### src/hw/rtl/gwm_pkg.sv
`timescale 1ns / 1ps
`default_nettype none

package gwm_pkg;

    localparam int CAPACITY    = 128;
    localparam int POS_W       = $clog2(CAPACITY + 1);
    localparam int IDX_W       = $clog2(CAPACITY);
    localparam int CLOSE_STEPS = $clog2(CAPACITY + 1);
    localparam int CHAR_W      = 8;

    localparam logic [CHAR_W-1:0] CHAR_STAR = 8'h2A;
    localparam logic [CHAR_W-1:0] CHAR_ANY  = 8'h3F;
    localparam logic [CHAR_W-1:0] CHAR_END  = 8'h00;

    localparam logic OP_PATTERN = 1'b0;
    localparam logic OP_NAME    = 1'b1;

    localparam int QUEUE_DEPTH = 4;
    localparam int QPTR_W      = $clog2(QUEUE_DEPTH);
    localparam int QCNT_W      = $clog2(QUEUE_DEPTH + 1);

    localparam logic [CAPACITY:0] ACTIVE_START = {{CAPACITY{1'b0}}, 1'b1};

    // One classified beat as it travels from the front end to the engine.
    typedef struct packed {
        logic              is_name;
        logic              add_char;
        logic              last;
        logic              is_star;
        logic              is_any;
        logic [CHAR_W-1:0] code;
    } t_cmd;

endpackage

`default_nettype wire

### src/hw/rtl/gwm_front.sv
`timescale 1ns / 1ps
`default_nettype none

module gwm_front (
    input  wire logic               i_clk,
    input  wire logic               i_rst_n,
    input  wire logic               i_in_valid,
    output logic                    o_in_stall,
    input  wire logic               i_operation,
    input  wire logic [7:0]         i_char_code,
    input  wire logic               i_last,
    input  wire logic               i_q_full,
    output logic                    o_push,
    output gwm_pkg::t_cmd           o_cmd
);

    logic          r_valid;
    logic          n_valid;
    gwm_pkg::t_cmd r_cmd;
    gwm_pkg::t_cmd n_cmd;
    logic          load;

    assign o_in_stall = r_valid & i_q_full;
    assign load       = i_in_valid & ~o_in_stall;
    assign o_push     = r_valid & ~i_q_full;
    assign o_cmd      = r_cmd;

    always_comb begin
        n_cmd.is_name  = (i_operation == gwm_pkg::OP_NAME);
        // A zero byte with the last flag closes the stream without a character.
        n_cmd.add_char = ~(i_last & (i_char_code == gwm_pkg::CHAR_END));
        n_cmd.last     = i_last;
        n_cmd.is_star  = (i_char_code == gwm_pkg::CHAR_STAR);
        n_cmd.is_any   = (i_char_code == gwm_pkg::CHAR_ANY);
        n_cmd.code     = i_char_code;
    end

    always_comb begin
        if (load) begin
            n_valid = 1'b1;
        end else if (o_push) begin
            n_valid = 1'b0;
        end else begin
            n_valid = r_valid;
        end
    end

    always_ff @(posedge i_clk) begin
        if (!i_rst_n) begin
            r_valid <= 1'b0;
        end else begin
            r_valid <= n_valid;
        end
    end

    always_ff @(posedge i_clk) begin
        if (load) begin
            r_cmd <= n_cmd;
        end
    end

endmodule

`default_nettype wire

### src/hw/rtl/gwm_queue.sv
`timescale 1ns / 1ps
`default_nettype none

module gwm_queue (
    input  wire logic          i_clk,
    input  wire logic          i_rst_n,
    input  wire logic          i_push,
    input  wire gwm_pkg::t_cmd i_cmd,
    output logic               o_full,
    input  wire logic          i_pop,
    output logic               o_empty,
    output gwm_pkg::t_cmd      o_head
);

    gwm_pkg::t_cmd                  r_slot [gwm_pkg::QUEUE_DEPTH];
    logic [gwm_pkg::QPTR_W-1:0]     r_wr_ptr;
    logic [gwm_pkg::QPTR_W-1:0]     r_rd_ptr;
    logic [gwm_pkg::QCNT_W-1:0]     r_count;
    logic [gwm_pkg::QPTR_W-1:0]     n_wr_ptr;
    logic [gwm_pkg::QPTR_W-1:0]     n_rd_ptr;
    logic [gwm_pkg::QCNT_W-1:0]     n_count;
    logic                           do_push;
    logic                           do_pop;

    assign o_full  = (r_count == gwm_pkg::QCNT_W'(gwm_pkg::QUEUE_DEPTH));
    assign o_empty = (r_count == '0);
    assign o_head  = r_slot[r_rd_ptr];
    assign do_push = i_push & ~o_full;
    assign do_pop  = i_pop & ~o_empty;

    always_comb begin
        n_wr_ptr = r_wr_ptr;
        n_rd_ptr = r_rd_ptr;
        n_count  = r_count;
        if (do_push) begin
            if (r_wr_ptr == gwm_pkg::QPTR_W'(gwm_pkg::QUEUE_DEPTH - 1)) begin
                n_wr_ptr = '0;
            end else begin
                n_wr_ptr = r_wr_ptr + gwm_pkg::QPTR_W'(1);
            end
        end
        if (do_pop) begin
            if (r_rd_ptr == gwm_pkg::QPTR_W'(gwm_pkg::QUEUE_DEPTH - 1)) begin
                n_rd_ptr = '0;
            end else begin
                n_rd_ptr = r_rd_ptr + gwm_pkg::QPTR_W'(1);
            end
        end
        if (do_push && !do_pop) begin
            n_count = r_count + gwm_pkg::QCNT_W'(1);
        end else if (do_pop && !do_push) begin
            n_count = r_count - gwm_pkg::QCNT_W'(1);
        end
    end

    always_ff @(posedge i_clk) begin
        if (!i_rst_n) begin
            r_wr_ptr <= '0;
            r_rd_ptr <= '0;
            r_count  <= '0;
        end else begin
            r_wr_ptr <= n_wr_ptr;
            r_rd_ptr <= n_rd_ptr;
            r_count  <= n_count;
        end
    end

    always_ff @(posedge i_clk) begin
        if (do_push) begin
            r_slot[r_wr_ptr] <= i_cmd;
        end
    end

endmodule

`default_nettype wire

### src/hw/rtl/gwm_back.sv
`timescale 1ns / 1ps
`default_nettype none

module gwm_back (
    input  wire logic          i_clk,
    input  wire logic          i_rst_n,
    input  wire logic          i_empty,
    input  wire gwm_pkg::t_cmd i_head,
    output logic               o_pop,
    output logic               o_out_valid,
    input  wire logic          i_out_stall,
    output logic               o_match,
    output logic               o_pattern_overflow
);

    // Pattern cells: one character and its wildcard flags per position.
    logic [gwm_pkg::CHAR_W-1:0]   r_code [gwm_pkg::CAPACITY];
    logic [gwm_pkg::CAPACITY-1:0] r_star;
    logic [gwm_pkg::CAPACITY-1:0] r_any;

    // Control state.
    logic [gwm_pkg::CAPACITY-1:0] r_mask;
    logic [gwm_pkg::CAPACITY-1:0] n_mask;
    logic [gwm_pkg::POS_W-1:0]    r_len;
    logic [gwm_pkg::POS_W-1:0]    n_len;
    logic [gwm_pkg::CAPACITY:0]   r_active;
    logic [gwm_pkg::CAPACITY:0]   n_active;
    logic                         r_ovf;
    logic                         n_ovf;
    logic                         r_done;
    logic                         n_done;
    logic                         r_out_valid;
    logic                         n_out_valid;
    logic                         r_match;
    logic                         r_out_ovf;

    logic                         out_free;
    logic                         result;
    logic                         wr_en;
    logic [gwm_pkg::IDX_W-1:0]    wr_idx;
    logic [gwm_pkg::POS_W-1:0]    base_len;
    logic [gwm_pkg::CAPACITY-1:0] base_mask;
    logic                         room;
    logic [gwm_pkg::CAPACITY:0]   prop;
    logic [gwm_pkg::CAPACITY:0]   closed_cur;
    logic [gwm_pkg::CAPACITY-1:0] stay;
    logic [gwm_pkg::CAPACITY-1:0] hit;
    logic [gwm_pkg::CAPACITY:0]   after_char;
    logic [gwm_pkg::CAPACITY:0]   closed_end;
    logic                         match_now;

    // Star closure as a parallel prefix: a position is reached if some active
    // position below it is joined to it by an unbroken run of stored stars.
    function automatic logic [gwm_pkg::CAPACITY:0] close_vec(
        input logic [gwm_pkg::CAPACITY:0] act,
        input logic [gwm_pkg::CAPACITY:0] prp
    );
        logic [gwm_pkg::CAPACITY:0] g;
        logic [gwm_pkg::CAPACITY:0] p;
        logic [gwm_pkg::CAPACITY:0] g_n;
        logic [gwm_pkg::CAPACITY:0] p_n;
        int                         d;
        g = act;
        p = prp;
        for (int s = 0; s < gwm_pkg::CLOSE_STEPS; s++) begin
            d = 1 << s;
            for (int j = 0; j <= gwm_pkg::CAPACITY; j++) begin
                if (j >= d) begin
                    g_n[j] = g[j] | (p[j] & g[j-d]);
                    p_n[j] = p[j] & p[j-d];
                end else begin
                    g_n[j] = g[j];
                    p_n[j] = 1'b0;
                end
            end
            g = g_n;
            p = p_n;
        end
        return g;
    endfunction

    assign out_free = ~r_out_valid | ~i_out_stall;
    assign o_pop    = ~i_empty & out_free;
    assign result   = o_pop & i_head.is_name & i_head.last;

    assign o_out_valid        = r_out_valid;
    assign o_match            = r_match;
    assign o_pattern_overflow = r_out_ovf;

    // prop[j] lets the closure step from position j-1 into position j.
    assign prop = {r_star & r_mask, 1'b0};

    always_comb begin
        closed_cur = close_vec(r_active, prop);
        for (int i = 0; i < gwm_pkg::CAPACITY; i++) begin
            stay[i] = closed_cur[i] & r_mask[i] & r_star[i];
            hit[i]  = closed_cur[i] & r_mask[i] & ~r_star[i]
                      & (r_any[i] | (r_code[i] == i_head.code));
        end
        after_char = i_head.add_char ? ({hit, 1'b0} | {1'b0, stay}) : r_active;
        closed_end = close_vec(after_char, prop);
        match_now  = closed_end[r_len];
    end

    // A pattern beat that follows a finished pattern starts a fresh one.
    assign base_len  = r_done ? '0 : r_len;
    assign base_mask = r_done ? '0 : r_mask;
    assign room      = ~base_mask[gwm_pkg::CAPACITY-1];
    assign wr_en     = o_pop & ~i_head.is_name & i_head.add_char & room;
    assign wr_idx    = base_len[gwm_pkg::IDX_W-1:0];

    always_comb begin
        n_len    = r_len;
        n_mask   = r_mask;
        n_ovf    = r_ovf;
        n_done   = r_done;
        n_active = r_active;
        if (o_pop) begin
            if (!i_head.is_name) begin
                n_len  = base_len;
                n_mask = base_mask;
                n_ovf  = r_ovf & ~r_done;
                if (i_head.add_char) begin
                    if (room) begin
                        n_len  = base_len + gwm_pkg::POS_W'(1);
                        n_mask = {base_mask[gwm_pkg::CAPACITY-2:0], 1'b1};
                    end else begin
                        n_ovf = 1'b1;
                    end
                end
                n_done = i_head.last;
                if (r_done || i_head.last) begin
                    n_active = gwm_pkg::ACTIVE_START;
                end
            end else if (i_head.last) begin
                n_active = gwm_pkg::ACTIVE_START;
            end else begin
                n_active = after_char;
            end
        end
    end

    always_comb begin
        if (result) begin
            n_out_valid = 1'b1;
        end else if (!i_out_stall) begin
            n_out_valid = 1'b0;
        end else begin
            n_out_valid = r_out_valid;
        end
    end

    always_ff @(posedge i_clk) begin
        if (!i_rst_n) begin
            r_len       <= '0;
            r_mask      <= '0;
            r_ovf       <= 1'b0;
            r_done      <= 1'b1;
            r_active    <= gwm_pkg::ACTIVE_START;
            r_out_valid <= 1'b0;
        end else begin
            r_len       <= n_len;
            r_mask      <= n_mask;
            r_ovf       <= n_ovf;
            r_done      <= n_done;
            r_active    <= n_active;
            r_out_valid <= n_out_valid;
        end
    end

    always_ff @(posedge i_clk) begin
        if (wr_en) begin
            r_code[wr_idx] <= i_head.code;
            r_star[wr_idx] <= i_head.is_star;
            r_any[wr_idx]  <= i_head.is_any;
        end
        if (result) begin
            r_match   <= match_now;
            r_out_ovf <= r_ovf;
        end
    end

endmodule

`default_nettype wire

### src/hw/rtl/glob_wildcard_matcher.sv
// Wildcard glob matcher: '*' matches any run of characters, '?' exactly one.
// Input channel (i_in_valid / o_in_stall): one beat per character. With
// i_operation = 0 the beat appends to the stored pattern (up to 128 chars,
// extra ones are dropped and flagged); with i_operation = 1 it is a name
// character. i_last marks the final beat of a pattern or name; a zero byte
// with i_last ends it without adding a character.
// Output channel (o_out_valid / i_out_stall): one beat per finished name,
// carrying o_match and o_pattern_overflow. Pattern beats give no output.
// Throughput is one beat per cycle while the output is not stalled: every
// pattern position is updated in parallel in the matching engine for each
// character. A name's last beat is loaded into the front register when it is
// accepted, then passes through a queue slot and into the output register.
// When the receiver stalls, the result holds in the output register; the
// engine waits, the queue fills and then the input channel stalls.
// Reset clears the stored pattern to empty, so only an empty name matches
// until a pattern is loaded; it takes effect at once, with no clearing pass.
`timescale 1ns / 1ps
`default_nettype none

module glob_wildcard_matcher (
    input  wire logic       i_clk,
    input  wire logic       i_rst_n,
    input  wire logic       i_in_valid,
    output logic            o_in_stall,
    input  wire logic       i_operation,
    input  wire logic [7:0] i_char_code,
    input  wire logic       i_last,
    output logic            o_out_valid,
    input  wire logic       i_out_stall,
    output logic            o_match,
    output logic            o_pattern_overflow
);

    gwm_pkg::t_cmd push_cmd;
    gwm_pkg::t_cmd head_cmd;
    logic          push;
    logic          q_full;
    logic          q_empty;
    logic          pop;

    gwm_front u_front (
        .i_clk       (i_clk),
        .i_rst_n     (i_rst_n),
        .i_in_valid  (i_in_valid),
        .o_in_stall  (o_in_stall),
        .i_operation (i_operation),
        .i_char_code (i_char_code),
        .i_last      (i_last),
        .i_q_full    (q_full),
        .o_push      (push),
        .o_cmd       (push_cmd)
    );

    gwm_queue u_queue (
        .i_clk   (i_clk),
        .i_rst_n (i_rst_n),
        .i_push  (push),
        .i_cmd   (push_cmd),
        .o_full  (q_full),
        .i_pop   (pop),
        .o_empty (q_empty),
        .o_head  (head_cmd)
    );

    gwm_back u_back (
        .i_clk              (i_clk),
        .i_rst_n            (i_rst_n),
        .i_empty            (q_empty),
        .i_head             (head_cmd),
        .o_pop              (pop),
        .o_out_valid        (o_out_valid),
        .i_out_stall        (i_out_stall),
        .o_match            (o_match),
        .o_pattern_overflow (o_pattern_overflow)
    );

endmodule

`default_nettype wire

### config.mk
export PLATFORM = sky130hd
export DESIGN_NAME = glob_wildcard_matcher
export DESIGN_NICKNAME = d
export VERILOG_FILES = /design/src/hw/rtl/gwm_pkg.sv /design/src/hw/rtl/gwm_front.sv /design/src/hw/rtl/gwm_queue.sv /design/src/hw/rtl/gwm_back.sv /design/src/hw/rtl/glob_wildcard_matcher.sv
export SDC_FILE = /design/constraint.sdc
export NUM_CORES = 2
export LEC_CHECK = 0
export BUFFER_PORTS_ARGS = -buffer_cell sky130_fd_sc_hd__buf_2
export CORE_ASPECT_RATIO = 1.1
export CORE_MARGIN = 2
export CORE_UTILIZATION = 25
export CTS_BUF_LIST = sky130_fd_sc_hd__clkbuf_8
export DETAILED_ROUTE_END_ITERATION = 8
export GPL_TIMING_DRIVEN = 0
export PLACE_DENSITY = 0.4
export SLEW_MARGIN = 20
export SYNTH_ARGS = -nofsm -noshare
export SYNTH_HDL_FRONTEND = slang
export SYNTH_SLANG_ARGS = --single-unit
### constraint.sdc
create_clock -name i_clk -period 12 [get_ports i_clk]
set_input_delay 2.4 -clock i_clk [delete_from_list [all_inputs] [get_ports i_clk]]
set_output_delay 2.4 -clock i_clk [all_outputs]
set_load 0.05 [all_outputs]
==> reports/results.md <==
## Detailed routing
• 5.44 — average via count per standard cell
• 8 — 1st-pass router iterations
• 0 — residual antenna-violating net count after detailed routing
• 460 mm — final routed wirelength across all metal layers
• 34.7 um — average wire length per cell after detail routing
• 7,812 — Initial DRC Count
• 72.0k — total via count after detailed routing
• 0 — DRC errors left

## Global route
• 0.252 — overall global routing resource usage
• 42 — initial antenna violation count
• 63 — maximum number of pins on one net before global-route repair
• 69.9k — via count of the first global-routing pass
• 0 — global route total overflow
• 617 mm — wire length of the first global-routing pass

## Worst setup path
• u_back.r_code[94][6] — capture point of the worst path
• 10 — CP Max Fanout
• buffers and inverters — cell family with most CP delay
• 12.66 ns — Req. time, crit path
• buf_6, buf_8, mux4_2, buf_2, buf_2, buf_2, buf_2, buf_2, buf_2, buf_1, clkbuf_1, clkbuf_1, clkbuf_1, nand2_1, nor3_2, buf_4, buf_2, nand3_1, clkbuf_2, buf_12, nor2_1 — ordered list of cells on the worst path
• 0.96 ns — Slowest Stage Delay on Critical Path
• 16 — count of buffer and inverter cells on the critical path
• u_back.r_code[94][6] — end of the worst register-to-register path
• flip-flop — kind of end point of the critical path
• reg -> reg — critical path class
• sky130_fd_sc_hd__buf_2 — Top cell by count, worst path
• 0.97 ns — worst reg-to-reg setup slack
• 11.69 ns — worst endpoint data arrival time
• flip-flop — type of origin of the critical path
• 21 — cells on worst reg2reg path
• 21 — number of logic stages on the critical path including buffering
• sky130_fd_sc_hd__clkbuf_1 — slowest cell on the critical path

## Layout
• 0.113 — share of post-route cells with drive strength above 1
• 15.6% — Area growth syn-to-layout
• 35.9k — count of fill cells added during filler insertion
• 8,427 — net count reported at finish

## Clock tree
• yes — clock tree from TritonCTS
• 0 — post-cts hold buffer count
• 0.06 ns — clock input transition at the sequential cells of the worst setup and hold paths
• 0 — buffer count from post-CTS setup fixing
• sky130_fd_sc_hd__clkbuf_8 — buffer cell driving the clock tree root
• 0 — PostCTS Resize Cnt
• 4 — Bufs on Longest Clock Path
• 5 — CTS H-Tree Depth
• 1.09 ns — clock insertion delay at the later pin of the skew report
• 1,625 — number of clock sinks
• 299 — CTS Buf Count

## Die
• 345,000 um2 — core region area
• 0.252 — starting utilization of the core area
• 226 — number of core rows
• 352,000 um2 — total die area
• 622 um — height of the die
• 566 um — x dimension of the die
• 18 — count of pins on the block boundary

## Timing
• 0.975 ns — post-route setup slack
• 0.502 ns — Final Hold Slack
• 1.30 ns — transition at the pin with the smallest max-transition slack
• 0 — Final Setup Violations
• 0 — endpoints failing hold
• 90.7 MHz — achievable clock frequency
• no — setup repair after global routing missed its margin
• 0.919 — fraction of the cycle the final worst path needs
• 0.105 ns — worst setup skew after layout
• 0 — max-slew violation count
• 11.03 ns — minimum period implied by the final worst setup slack
• 0.133 — worst slew margin relative to its limit

## Logic synthesis
• 86,800 um2 — synthesized area
• 8,008 — Cells after Synth
• 0 — share of async-settable or async-resettable flops after synthesis
• 10.8 um2 — Mapped Avg Cell Area
• 1,625 — synthesis-stage register bit count
• sky130_fd_sc_hd__edfxtp_1 — ys flop type
• 1,347 — EDFF count, synth
• 0.466 — area share of the leading cell type in the synthesized netlist
• sky130_fd_sc_hd__edfxtp_1 (47%), sky130_fd_sc_hd__xor2_1 (8.3%), sky130_fd_sc_hd__dfxtp_1 (6.4%) — largest cells by area after synthesis
• sky130_fd_sc_hd__edfxtp_1 — cell taking the most area after synthesis
• 0 — Synth Warn #
• 0.530 — sequential fraction of the synthesis area
• 126 — count of distinct cell types in the synthesized netlist
• 8,030 — nets in the synthesized netlist

## Pwr
• 212 nW/um2 — Power Dens Cells
• 0.000166 V — worst vdd rail ir drop
• 30.9 nW — leakage power of the design

## Placement
• 16 — # port buffers
• 1.29 ns — worst slack at placement
• 350 mm — half-perimeter wire length after placement
• 1.02 — routability congestion estimate

## Worst hold path
• 0 — hold-critical path depth
• reg -> reg — worst hold path type

## Outcome
• finished, final reports clean — result of the run

## Run
• 0 — max-cap violation count

[worst min-delay path by stage]
stage,from,to,slack (ns)
3_3_place_gp,u_front.o_cmd[0],u_queue.r_slot[0][0],0.48
2_1_floorplan,u_back.r_ovf,u_back.o_pattern_overflow,0.41
3_5_place_dp,u_front.o_cmd[8],u_queue.r_slot[2][8],0.49
4_1_cts,u_front.o_cmd[0],u_queue.r_slot[0][0],0.51
6_report,u_front.o_cmd[0],u_queue.r_slot[0][0],0.50
5_1_grt,u_front.o_cmd[6],u_queue.r_slot[3][6],0.53
[layer usage]
| metal | global-route usage | up-vias | part of all wire |
|---|---|---|---|
| met5 | 0 | - | 0.00025 |
| li1 | - | 31300 | - |
| met3 | 0.0383 | 750 | 0.056 |
| met1 | 0.323 | 37000 | 0.43 |
| met2 | 0.416 | 2939 | 0.47 |
| met4 | 0.114 | 18 | 0.052 |
[registers in the layout (all words and copies together), names as in the netlist, 2 cells and up, named ones only]
name              count
u_queue.r_slot       52
u_queue.r_count       3
u_back.r_any        128
u_back.r_len          8
u_back.r_mask       128
u_back.r_code      1024
u_front.o_cmd        13
u_queue.r_rd_ptr      2
u_back.r_star       128
u_back.r_active     129
u_queue.r_wr_ptr      2
[layout by cell type, fill, tap and decap left out, types with 35 or more instances in the layout]
cell | synthesis | layout
sky130_fd_sc_hd__clkbuf_1 | 265 | 227
sky130_fd_sc_hd__or2_2 | 44 | 44
sky130_fd_sc_hd__nor4_1 | 266 | 244
sky130_fd_sc_hd__nand4_1 | 178 | 178
sky130_fd_sc_hd__dfxtp_1 | 278 | 278
sky130_fd_sc_hd__a31oi_1 | 139 | 139
sky130_fd_sc_hd__o22ai_1 | 49 | 47
sky130_fd_sc_hd__clkbuf_8 | 0 | 310
sky130_fd_sc_hd__o211ai_1 | 57 | 57
sky130_fd_sc_hd__buf_6 | 55 | 63
sky130_fd_sc_hd__a22oi_1 | 202 | 202
sky130_fd_sc_hd__o221ai_1 | 48 | 48
sky130_fd_sc_hd__buf_2 | 73 | 89
sky130_fd_sc_hd__xor2_1 | 820 | 820
sky130_fd_sc_hd__a21o_1 | 53 | 53
sky130_fd_sc_hd__inv_1 | 91 | 200
sky130_fd_sc_hd__buf_4 | 36 | 56
sky130_fd_sc_hd__edfxtp_1 | 1347 | 1347
sky130_fd_sc_hd__o21a_1 | 36 | 36
sky130_fd_sc_hd__nand2_1 | 519 | 519
sky130_fd_sc_hd__o21bai_1 | 73 | 73
sky130_fd_sc_hd__nor2_1 | 708 | 670
sky130_fd_sc_hd__a21boi_0 | 48 | 48
sky130_fd_sc_hd__o31ai_1 | 57 | 55
sky130_fd_sc_hd__nor2b_1 | 235 | 234
sky130_fd_sc_hd__o21ai_0 | 308 | 300
sky130_fd_sc_hd__and2_1 | 102 | 102
sky130_fd_sc_hd__nand2b_1 | 41 | 41
sky130_fd_sc_hd__a21oi_1 | 448 | 443
sky130_fd_sc_hd__nor2_2 | 0 | 35
sky130_fd_sc_hd__clkbuf_2 | 4 | 37
sky130_fd_sc_hd__a211oi_1 | 146 | 142
sky130_fd_sc_hd__xnor2_1 | 230 | 230
sky130_fd_sc_hd__clkinv_1 | 1 | 65
sky130_fd_sc_hd__nor3_1 | 156 | 153
sky130_fd_sc_hd__o21ai_1 | 35 | 41
sky130_fd_sc_hd__nand3_1 | 166 | 163
[Yosys cell counts (41+ instances only)]
cell type                  instances
sky130_fd_sc_hd__nor4_1          266
sky130_fd_sc_hd__xnor2_1         230
sky130_fd_sc_hd__a31oi_1         139
sky130_fd_sc_hd__buf_2            73
sky130_fd_sc_hd__nor2_1          708
sky130_fd_sc_hd__a21o_1           53
sky130_fd_sc_hd__nand3_1         166
sky130_fd_sc_hd__or2_2            44
sky130_fd_sc_hd__o21bai_1         73
sky130_fd_sc_hd__edfxtp_1       1347
sky130_fd_sc_hd__o31ai_1          57
sky130_fd_sc_hd__xor2_1          820
sky130_fd_sc_hd__nand4_1         178
sky130_fd_sc_hd__a211oi_1        146
sky130_fd_sc_hd__o21ai_0         308
sky130_fd_sc_hd__a22oi_1         202
sky130_fd_sc_hd__o221ai_1         48
sky130_fd_sc_hd__nand2b_1         41
sky130_fd_sc_hd__nand2_1         519
sky130_fd_sc_hd__and2_1          102
sky130_fd_sc_hd__o22ai_1          49
sky130_fd_sc_hd__clkbuf_1        265
sky130_fd_sc_hd__nor2b_1         235
sky130_fd_sc_hd__a21boi_0         48
sky130_fd_sc_hd__buf_6            55
sky130_fd_sc_hd__a21oi_1         448
sky130_fd_sc_hd__dfxtp_1         278
sky130_fd_sc_hd__inv_1            91
sky130_fd_sc_hd__o211ai_1         57
sky130_fd_sc_hd__nor3_1          156
[stage by stage]
| stage | instance area (um2) | total power [mW] | instances | utilization | TNS [ns] |
|---|---|---|---|---|---|
| after floorplan | 86800 | 11.5 | 8008 | - | 0 |
| after global placement | 92600 | 15.9 | 12600 | 0.269 | -1228.38 |
| after detailed placement | 94600 | 16.1 | 12700 | 0.274 | 0 |
| after CTS | 100000 | 21.4 | 13200 | 0.291 | 0 |
| after global routing | 100000 | 22.0 | 13200 | 0.291 | 0 |
| final | 100000 | 21.2 | 13200 | 0.291 | 0 |
[power by group]
part / total (mW) / switching, mW / internal, mW
clock network: 5.21 / 2.59 / 2.63
registers: 6.96 / 0.0700 / 6.89
logic: 9.05 / 6.70 / 2.35
total: 21.2 / 9.36 / 11.9
[logic make-up after synthesis]
group | after synthesis | synth area share
xor gates and xnor gates | 1050 | 0.106
muxes | 50 | 0.00879
and+or+nand+nor | 2608 | 0.152
DFF | 1625 | 0.530
AOI/OAI and AO/OA | 2115 | 0.169
buffers and inverters | 552 | 0.0332
adders and majority gates | 8 | 0.00124
[cell type report]
class                   instances  area, um2  area share
diodes                         32       80.1    0.000798
plain buffers                 459       2670      0.0266
clock buffers                 310       4270      0.0425
clock inverters               235       1400      0.0139
inverters                      93        354     0.00353
multi-input cells            5831      38400       0.382
flip-flops and latches       1625      46000       0.459
well taps                    4560       5710      0.0569
repair buffers                 96       1480      0.0148
Note: power is estimated with default switching activity, not from simulation.
